File: src/rtl/wena_pkg.sv
// Shared types and constants of the weighted error norm accumulator.
`timescale 1ns / 1ps

package wena_pkg;

  // Norm mode codes held in the configuration register
  localparam logic [1:0] MODE_L1   = 2'd0;
  localparam logic [1:0] MODE_L2   = 2'd1;
  localparam logic [1:0] MODE_LINF = 2'd2;
  localparam logic [1:0] MODE_RST  = MODE_L2;

  // Root unit geometry: radicand of twice the root width
  localparam int ROOT_W = 33;
  localparam int RAD_W  = 2 * ROOT_W;

  // Accumulator width and its saturation ceiling
  localparam int          ACC_W   = 64;
  localparam logic [63:0] ACC_MAX = 64'h7FFF_FFFF_FFFF_FFFF;

  // One mesh cell
  typedef struct packed {
    logic signed [31:0] ref_x;
    logic signed [31:0] ref_y;
    logic signed [31:0] ref_z;
    logic signed [31:0] est_x;
    logic signed [31:0] est_y;
    logic signed [31:0] est_z;
    logic [31:0]        cell_area;
    logic               last_cell;
  } in_item_t;

  // One result
  typedef struct packed {
    logic [31:0] cell_error;
    logic [62:0] norm_value;
    logic        norm_ready;
    logic        overflow;
  } out_item_t;

endpackage

File: src/rtl/weighted_error_norm_accumulator.sv
// Top level: L1 / L2 / Linf error norm over a stream of mesh cells, L1 and L2 area-weighted.
//
//   channel  direction  handshake               beat
//   in       input      in_valid_i / in_stall_o  in_data_i  (in_item_t)
//   out      output     out_valid_o / out_stall_i out_data_o (out_item_t)
//   cfg      input      cfg_valid_i / cfg_ready_o cfg_data_i (norm mode)
//
// Each cell is squared component by component on the shared 32x32 multiplier, then
// the bit-serial root of the sum of squares is taken, one to five multiply and accumulate
// steps follow (Linf compares, L1 weights by area, L2 squares and weights) and the
// result is parked. The last cell of an L2 mesh also takes the final root of the sum.
// The input stalls from acceptance until the result is parked in the output register.
// Reset puts the mode at L2 and clears the accumulator and the overflow flag.
`timescale 1ns / 1ps

module weighted_error_norm_accumulator
  import wena_pkg::*;
#(
  parameter int COMPONENT_WIDTH = 32
) (
  input  logic       clk_i,
  input  logic       rst_ni,
  input  logic       in_valid_i,
  output logic       in_stall_o,
  input  in_item_t   in_data_i,
  output logic       out_valid_o,
  input  logic       out_stall_i,
  output out_item_t  out_data_o,
  input  logic       cfg_valid_i,
  output logic       cfg_ready_o,
  input  logic [1:0] cfg_data_i
);

  localparam int CwEff = (COMPONENT_WIDTH < 32) ? COMPONENT_WIDTH : 32;
  localparam int ExtW  = 33 - CwEff;

  typedef enum logic [3:0] {
    S_IDLE,
    S_SQR,
    S_CGO,
    S_CWAIT,
    S_MUL0,
    S_E2,
    S_L2LO,
    S_L2HI,
    S_L2SUM,
    S_ACC,
    S_NGO,
    S_NWAIT,
    S_OUT
  } state_e;

  state_e       state_q, state_d;
  logic [1:0]   mode_q, mode_d;
  logic [1:0]   idx_q, idx_d;
  logic [31:0]  mag_q [3];
  logic [31:0]  mag_d [3];
  logic [31:0]  area_q, area_d;
  logic         last_q, last_d;
  logic [65:0]  sum_q, sum_d;
  logic [63:0]  prod_q, prod_d;
  logic [63:0]  plo_q, plo_d;
  logic [95:0]  wide_q, wide_d;
  logic [31:0]  err_q, err_d;
  logic [63:0]  acc_q, acc_d;
  logic         sat_q, sat_d;
  out_item_t    out_q, out_d;
  logic         out_valid_q, out_valid_d;

  logic [31:0]  ref_c [3];
  logic [31:0]  est_c [3];
  logic [31:0]  mag_in [3];

  logic [31:0]  mul_a, mul_b;
  logic [63:0]  mul_p;
  logic [63:0]  addend;
  logic [63:0]  add_sum;
  logic         add_ovf;

  logic              sqrt_start;
  logic              sqrt_done;
  logic [RAD_W-1:0]  sqrt_rad;
  logic [ROOT_W-1:0] sqrt_root;

  // Per-component magnitude of the difference, on the low CwEff bits sign-extended
  assign ref_c[0] = in_data_i.ref_x;
  assign ref_c[1] = in_data_i.ref_y;
  assign ref_c[2] = in_data_i.ref_z;
  assign est_c[0] = in_data_i.est_x;
  assign est_c[1] = in_data_i.est_y;
  assign est_c[2] = in_data_i.est_z;

  always_comb begin
    logic signed [32:0] ra, eb, dif;
    logic [32:0]        mag;
    for (int i = 0; i < 3; i++) begin
      ra  = $signed({{ExtW{ref_c[i][CwEff-1]}}, ref_c[i][CwEff-1:0]});
      eb  = $signed({{ExtW{est_c[i][CwEff-1]}}, est_c[i][CwEff-1:0]});
      dif = ra - eb;
      mag = dif[32] ? 33'(-dif) : 33'(dif);
      mag_in[i] = mag[31:0];
    end
  end

  // Shared multiplier operand select
  always_comb begin
    mul_a = '0;
    mul_b = '0;
    case (state_q)
      S_SQR: begin
        case (idx_q)
          2'd0:    begin mul_a = mag_q[0]; mul_b = mag_q[0]; end
          2'd1:    begin mul_a = mag_q[1]; mul_b = mag_q[1]; end
          2'd2:    begin mul_a = mag_q[2]; mul_b = mag_q[2]; end
          default: begin mul_a = '0;       mul_b = '0;       end
        endcase
      end
      S_MUL0:  begin mul_a = err_q;          mul_b = area_q; end
      S_E2:    begin mul_a = err_q;          mul_b = err_q;  end
      S_L2LO:  begin mul_a = prod_q[31:0];   mul_b = area_q; end
      S_L2HI:  begin mul_a = prod_q[63:32];  mul_b = area_q; end
      default: begin mul_a = '0;             mul_b = '0;     end
    endcase
  end

  assign mul_p = mul_a * mul_b;

  // Accumulator term and saturating add
  assign addend  = (mode_q == MODE_L1) ? {16'b0, prod_q[63:16]} : {1'b0, wide_q[78:16]};
  assign add_sum = acc_q + addend;
  assign add_ovf = add_sum[63] || ((mode_q == MODE_L2) && (|wide_q[95:79]));

  // Root unit runs the cell root, then the final L2 root
  assign sqrt_start = (state_q == S_CGO) || (state_q == S_NGO);
  assign sqrt_rad   = (state_q == S_NGO) ? {2'b00, acc_q} : sum_q;

  wena_sqrt u_sqrt (
    .clk_i   (clk_i),
    .rst_ni  (rst_ni),
    .start_i (sqrt_start),
    .rad_i   (sqrt_rad),
    .done_o  (sqrt_done),
    .root_o  (sqrt_root)
  );

  // Sequencer
  always_comb begin
    state_d     = state_q;
    mode_d      = mode_q;
    idx_d       = idx_q;
    mag_d       = mag_q;
    area_d      = area_q;
    last_d      = last_q;
    sum_d       = sum_q;
    prod_d      = prod_q;
    plo_d       = plo_q;
    wide_d      = wide_q;
    err_d       = err_q;
    acc_d       = acc_q;
    sat_d       = sat_q;
    out_d       = out_q;
    out_valid_d = out_valid_q;

    // Take a configuration write
    if (cfg_valid_i) begin
      mode_d = cfg_data_i;
    end

    // Drop the output beat once taken
    if (out_valid_q && !out_stall_i) begin
      out_valid_d = 1'b0;
    end

    unique case (state_q)
      S_IDLE: begin
        if (in_valid_i) begin
          mag_d   = mag_in;
          area_d  = in_data_i.cell_area;
          last_d  = in_data_i.last_cell;
          sum_d   = '0;
          idx_d   = '0;
          state_d = S_SQR;
        end
      end
      S_SQR: begin
        // Square one component a cycle, add the previous square
        if (idx_q != 2'd3) begin
          prod_d = mul_p;
        end
        if (idx_q != 2'd0) begin
          sum_d = sum_q + {2'b00, prod_q};
        end
        idx_d = idx_q + 2'd1;
        if (idx_q == 2'd3) begin
          state_d = S_CGO;
        end
      end
      S_CGO: begin
        state_d = S_CWAIT;
      end
      S_CWAIT: begin
        if (sqrt_done) begin
          // Saturate the cell error to 32 bits
          if (sqrt_root[ROOT_W-1]) begin
            err_d = '1;
            sat_d = 1'b1;
          end else begin
            err_d = sqrt_root[31:0];
          end
          case (mode_q)
            MODE_L1: state_d = S_MUL0;
            MODE_L2: state_d = S_E2;
            default: state_d = S_ACC;
          endcase
        end
      end
      S_MUL0: begin
        prod_d  = mul_p;
        state_d = S_ACC;
      end
      S_E2: begin
        prod_d  = mul_p;
        state_d = S_L2LO;
      end
      S_L2LO: begin
        plo_d   = mul_p;
        state_d = S_L2HI;
      end
      S_L2HI: begin
        prod_d  = mul_p;
        state_d = S_L2SUM;
      end
      S_L2SUM: begin
        // Combine the two partial products of err^2 * area
        wide_d  = {prod_q, 32'b0} + {32'b0, plo_q};
        state_d = S_ACC;
      end
      S_ACC: begin
        case (mode_q)
          MODE_L1, MODE_L2: begin
            if (add_ovf) begin
              acc_d = ACC_MAX;
              sat_d = 1'b1;
            end else begin
              acc_d = add_sum;
            end
          end
          MODE_LINF: begin
            if ({32'b0, err_q} > acc_q) begin
              acc_d = {32'b0, err_q};
            end
          end
          default: begin
            acc_d = acc_q;
          end
        endcase
        if (last_q && (mode_q == MODE_L2)) begin
          state_d = S_NGO;
        end else begin
          state_d = S_OUT;
        end
      end
      S_NGO: begin
        state_d = S_NWAIT;
      end
      S_NWAIT: begin
        if (sqrt_done) begin
          state_d = S_OUT;
        end
      end
      S_OUT: begin
        // Park the result once the output register is free
        if (!out_valid_q || !out_stall_i) begin
          out_d.cell_error = err_q;
          out_d.norm_ready = last_q;
          out_d.overflow   = sat_q;
          out_d.norm_value = '0;
          if (last_q) begin
            case (mode_q)
              MODE_L1, MODE_LINF: out_d.norm_value = acc_q[62:0];
              MODE_L2:            out_d.norm_value = {31'b0, sqrt_root[31:0]};
              default:            out_d.norm_value = '0;
            endcase
            acc_d = '0;
            sat_d = 1'b0;
          end
          out_valid_d = 1'b1;
          state_d     = S_IDLE;
        end
      end
      default: begin
        state_d = S_IDLE;
      end
    endcase
  end

  always_ff @(posedge clk_i or negedge rst_ni) begin
    if (!rst_ni) begin
      state_q     <= S_IDLE;
      mode_q      <= MODE_RST;
      idx_q       <= '0;
      mag_q       <= '{default: '0};
      area_q      <= '0;
      last_q      <= 1'b0;
      sum_q       <= '0;
      prod_q      <= '0;
      plo_q       <= '0;
      wide_q      <= '0;
      err_q       <= '0;
      acc_q       <= '0;
      sat_q       <= 1'b0;
      out_q       <= '0;
      out_valid_q <= 1'b0;
    end else begin
      state_q     <= state_d;
      mode_q      <= mode_d;
      idx_q       <= idx_d;
      mag_q       <= mag_d;
      area_q      <= area_d;
      last_q      <= last_d;
      sum_q       <= sum_d;
      prod_q      <= prod_d;
      plo_q       <= plo_d;
      wide_q      <= wide_d;
      err_q       <= err_d;
      acc_q       <= acc_d;
      sat_q       <= sat_d;
      out_q       <= out_d;
      out_valid_q <= out_valid_d;
    end
  end

  assign in_stall_o  = (state_q != S_IDLE);
  assign out_valid_o = out_valid_q;
  assign out_data_o  = out_q;
  assign cfg_ready_o = 1'b1;

  // A beat without the norm carries a zero norm
  assert property (@(posedge clk_i) disable iff (!rst_ni)
    out_valid_o && !out_data_o.norm_ready |-> out_data_o.norm_value == '0)
    else $error("norm_value set on a beat without norm_ready");

  // An accepted cell blocks the input on the next cycle
  assert property (@(posedge clk_i) disable iff (!rst_ni)
    in_valid_i && !in_stall_o |=> in_stall_o)
    else $error("input not stalled after acceptance");

  // The root unit reports only while the sequencer waits for it
  assert property (@(posedge clk_i) disable iff (!rst_ni)
    sqrt_done |-> (state_q == S_CWAIT || state_q == S_NWAIT))
    else $error("root result outside a wait state");

  // The accumulator never passes its ceiling
  assert property (@(posedge clk_i) disable iff (!rst_ni)
    !acc_q[63])
    else $error("accumulator above ceiling");

endmodule

File: src/rtl/wena_sqrt.sv
// Iterative floor square root, one root bit per cycle.
`timescale 1ns / 1ps

module wena_sqrt
  import wena_pkg::*;
(
  input  logic              clk_i,
  input  logic              rst_ni,
  input  logic              start_i,
  input  logic [RAD_W-1:0]  rad_i,
  output logic              done_o,
  output logic [ROOT_W-1:0] root_o
);

  localparam int REM_W = ROOT_W + 3;
  localparam int CNT_W = $clog2(ROOT_W);

  logic [REM_W-1:0]  rem_q, rem_d;
  logic [RAD_W-1:0]  rad_q, rad_d;
  logic [ROOT_W-1:0] root_q, root_d;
  logic [CNT_W-1:0]  cnt_q, cnt_d;
  logic              busy_q, busy_d;
  logic              done_q, done_d;

  logic [REM_W-1:0]  rem_sh;
  logic [REM_W-1:0]  trial;
  logic              fits;

  // Bring down the next two radicand bits and try the next root bit
  assign rem_sh = {rem_q[REM_W-3:0], rad_q[RAD_W-1:RAD_W-2]};
  assign trial  = {1'b0, root_q, 2'b01};
  assign fits   = (rem_sh >= trial);

  always_comb begin
    rem_d  = rem_q;
    rad_d  = rad_q;
    root_d = root_q;
    cnt_d  = cnt_q;
    busy_d = busy_q;
    done_d = 1'b0;
    if (start_i) begin
      rem_d  = '0;
      rad_d  = rad_i;
      root_d = '0;
      cnt_d  = CNT_W'(ROOT_W - 1);
      busy_d = 1'b1;
    end else if (busy_q) begin
      rad_d = {rad_q[RAD_W-3:0], 2'b00};
      if (fits) begin
        rem_d  = rem_sh - trial;
        root_d = {root_q[ROOT_W-2:0], 1'b1};
      end else begin
        rem_d  = rem_sh;
        root_d = {root_q[ROOT_W-2:0], 1'b0};
      end
      // Finish after the last root bit
      if (cnt_q == '0) begin
        busy_d = 1'b0;
        done_d = 1'b1;
      end else begin
        cnt_d = cnt_q - 1'b1;
      end
    end
  end

  always_ff @(posedge clk_i or negedge rst_ni) begin
    if (!rst_ni) begin
      rem_q  <= '0;
      rad_q  <= '0;
      root_q <= '0;
      cnt_q  <= '0;
      busy_q <= 1'b0;
      done_q <= 1'b0;
    end else begin
      rem_q  <= rem_d;
      rad_q  <= rad_d;
      root_q <= root_d;
      cnt_q  <= cnt_d;
      busy_q <= busy_d;
      done_q <= done_d;
    end
  end

  assign done_o = done_q;
  assign root_o = root_q;

endmodule
File: config.mk
export PLATFORM = sky130hd
export DESIGN_NAME = weighted_error_norm_accumulator
export DESIGN_NICKNAME = d
export VERILOG_FILES = /design/src/rtl/wena_pkg.sv /design/src/rtl/weighted_error_norm_accumulator.sv /design/src/rtl/wena_sqrt.sv
export SDC_FILE = /design/constraint.sdc
export NUM_CORES = 2
export LEC_CHECK = 0
export CAP_MARGIN = 20
export CORE_ASPECT_RATIO = 1.75
export CORE_MARGIN = 1.5
export CORE_UTILIZATION = 30
export DETAILED_ROUTE_END_ITERATION = 10
export DONT_BUFFER_PORTS = 1
export PLACE_DENSITY_LB_ADDON = 0.3
export SLEW_MARGIN = 20
export SYNTH_ARGS = -nofsm -noshare
export SYNTH_HDL_FRONTEND = slang
export SYNTH_HIERARCHICAL = 1
export SYNTH_SLANG_ARGS = --single-unit
File: constraint.sdc
create_clock -name clk_i -period 10.9 [get_ports clk_i]
set_input_delay 1.09 -clock clk_i [delete_from_list [all_inputs] [get_ports clk_i]]
set_output_delay 1.09 -clock clk_i [all_outputs]
set_load 0.02 [all_outputs]
==> flow_summary.ini <==
[placement]
dp_hpwl_mm = 309
gp_congestion = 1.04
dpl.cell_count = 13700
io_buffers = 0

[flow_run]
maxCapViolCount = 0

[floorplanning]
dieArea_mm2 = 0.286
rows = 258
coreArea_mm2 = 0.282
num_io_pins = 332
start_util_pct = 30.1
die_y_um = 707
dieWidth_um = 405

[grt]
grt_max_degree = 216
grt_pass1_wl_mm = 537
antenna_found_initial = 26
grt_pass1_vias = 77300
grt_overflow = 0
track_usage_pct = 25.8

[routing]
wl_met1_mm = 124
met3_length_mm = 19.3
route.detailed.drc = 0
wl_met2_mm = 194
vias = 73500
wire_per_inst_um = 26.9
ant_nets = 0
drt-pass1-iter-count = 10
detailedRoute.firstIterationViolations = 5062
top_layer = met5
drt_wl_total_mm = 373
via_per_inst = 5.30

[yosys]
ys.flop_type = dfrtp_1
synth_common_cells = nand2_1 (1,689), inv_1 (1,235), nor2_1 (929)
yosysTopAreaCell = dfrtp_1
syn-instance-count = 10200
yosysMostFrequentCell = nand2_1
synth.top_cell.area_share_pct = 21.5
yosysUniqueCellTypes = 115
postSynthAreaPerCell_um2 = 8.33
yosysWarnings = 6
syn_area_mm2 = 0.0848
syn_nets = 11900
yosysSeqAreaShare_pct = 21.6
synth_edf_count = 0
async_reset_ff_share_pct = 100
yosys-top-cells-area = dfrtp_1 (22%), fa_1 (21%), ha_1 (8.8%)
ys_ff_latch = 731

[worst_setup_path]
slowest_stage = fa_1
reg2reg_depth = 30
startpoint_type = register
cp_common_cell = fa_1
cp_max_fo = 21
critPathArrivalTime_ns = 11.10
max_stage_delay_ns = 0.59
worstSetupEndpointType = register
worst-setup-path-type = reg -> reg
required_ns = 11.42

[timing]
skew_ns = 0.0491
maxSlewHeadroom_pct = 14.9
tightest_slew_ns = 1.27
hold_violations = 0
slew_violations = 0
min_period_over_period_pct = 97.0
tns_ns = 0
period_minus_slack_ns = 10.57
setup_viol = 0
max_freq_mhz = 94.6
rsz0062_at_grt = false

[pwr]
leakage_uw = 0.0444
p_per_area_mw_per_mm2 = 288
max-vdd-ir-drop_mv = 0.169
p_total_uw = 26800

[clocking]
cts_made_buffers = 76
root_buffer = clkbuf_16
cts_htree_levels = 3
hold_buffers = 0
cts_tree = done
cts_buffer_depth = 3
cts.sinks = 731
clk_pin_slew_ns = 0.10
clk_latency_ns = 0.71

[final_layout]
finalNetCount = 11800
multiInputGateArea_mm2 = 0.0599
fillCellCount = 29700
finalNonFillerCells = 13900
synthToLayoutAreaGrowth_pct = 9.57
seq_area_mm2 = 0.0183
final_core_utilization_pct = 33.0
drive_above_1_share_pct = 6.76

[outcome]
status = completed

[worst_hold_path]
hp-class = in -> async
-- registers in the layout (all words and copies together), names as in the netlist --
name	flops
acc_q	64
area_q	32
err_q	32
idx_q	2
last_q	1
mag_q	96
mode_q	2
out_data_o	97
out_valid_o	1
plo_q	48
prod_q	64
sat_q	1
state_q	4
sum_q	66
u_sqrt/busy_q	1
u_sqrt/cnt_q	6
u_sqrt/done_o	1
u_sqrt/rad_q	66
u_sqrt/rem_q	34
u_sqrt/root_o	33
wide_q	80
-- final timing paths --
check                      slack, ns              startpoint                    endpoint
min reg2reg                     0.47  wide_q[16]$_DFFE_PN0P_      wide_q[16]$_DFFE_PN0P_
min                             0.08                  rst_ni       mag_q[53]$_DFFE_PN0P_
max                             0.33    idx_q[1]$_DFFE_PN0P_       plo_q[58]$_DFFE_PN0P_
max in group asynchronous       8.17                  rst_ni  out_data_o[25]$_DFFE_PN0P_
min in group clk_i              0.47  wide_q[16]$_DFFE_PN0P_      wide_q[16]$_DFFE_PN0P_
max reg2reg                     0.33    idx_q[1]$_DFFE_PN0P_       plo_q[58]$_DFFE_PN0P_
-- per-layer routing --
layer | vias to the layer above | track usage [%]
met1 | 36600 | 25.6
li1 | 33200 | -
met2 | 2742 | 47.7
met4 | 12 | 20.1
met5 | - | 0.0341
met3 | 1035 | 3.84
-- where the power goes --
group          switching, µW  leakage [µW]  internal (µW)  total, µW
Sequential              1670       0.00934           3760       5430
Clock                   1280       0.00132           1620       2910
Combinational          12200        0.0337           6310      18500
Total                  15100        0.0444          11700      26800
-- per-stage QoR --
stage / hold WS, ns / area, µm² / setup WS (ns)
2_1_floorplan: 0.435 / 84800 / 1.71
3_3_place_gp: 0.449 / 90100 / 0.137
3_5_place_dp: 0.456 / 90200 / 0.368
4_1_cts: 0.0261 / 92900 / 0.320
5_1_grt: 0.0494 / 92900 / 0.0103
6_report: 0.0808 / 93000 / 0.327
-- placed cells by master (no fill, tap or decap), types with 63 or more instances in the layout --
cell and instances:
a21oi_1 419, mux2i_1 176, xor2_1 183, nand4_1 80
nand3_1 121, ha_1 594, o21ai_0 797, a21o_1 176
mux2_2 121, dfrtp_1 727, nor3_1 89, nand2_1 1685
nand2b_1 63, o21a_1 112, inv_1 1235, o21bai_1 64
a211oi_1 70, nor2_1 924, xnor2_1 235, fa_1 902
buf_4 309, clkbuf_16 76, nor2b_1 67
-- layout make-up --
cell class / instances / area share (%)
Sequential cell: 731 / 19.7
Tap cell: 3770 / 5.07
Antenna cell: 15 / 0.0404
Multi-Input combinational cell: 7663 / 64.5
Clock buffer: 105 / 2.37
Inverter: 1236 / 4.99
Clock inverter: 32 / 0.546
Timing Repair Buffer: 322 / 2.82
-- worst max-delay path: cells and delay by family (launching register included) --
kind | cells | cell delay, ns
AOI/OAI and AO/OA | 8 | 2.41
adders and majority gates | 10 | 5.16
buffers and inverters | 6 | 1.20
DFF | 1 | 0.40
muxes | 1 | 0.20
and+or+nand+nor | 5 | 0.97
-- cell families (layout without fill, tap and decap cells) --
family	after synthesis	in the layout	share of synthesized area (%)
DFF	731	731	21.6
xor gates and xnor gates	419	419	4.34
other	1	16	0.00442
and+or+nand+nor	3330	3330	16.8
adders and majority gates	1496	1496	30.0
muxes	298	298	3.69
buffers and inverters	1796	1695	8.01
AOI/OAI and AO/OA	2119	2119	15.5
-- timing repair --
action | CTS | global route
gates resized for setup | 0 | 2
endpoints found under the setup margin | 0 | 1
setup buffers | 0 | 0
(Power assumes the default switching activity.)
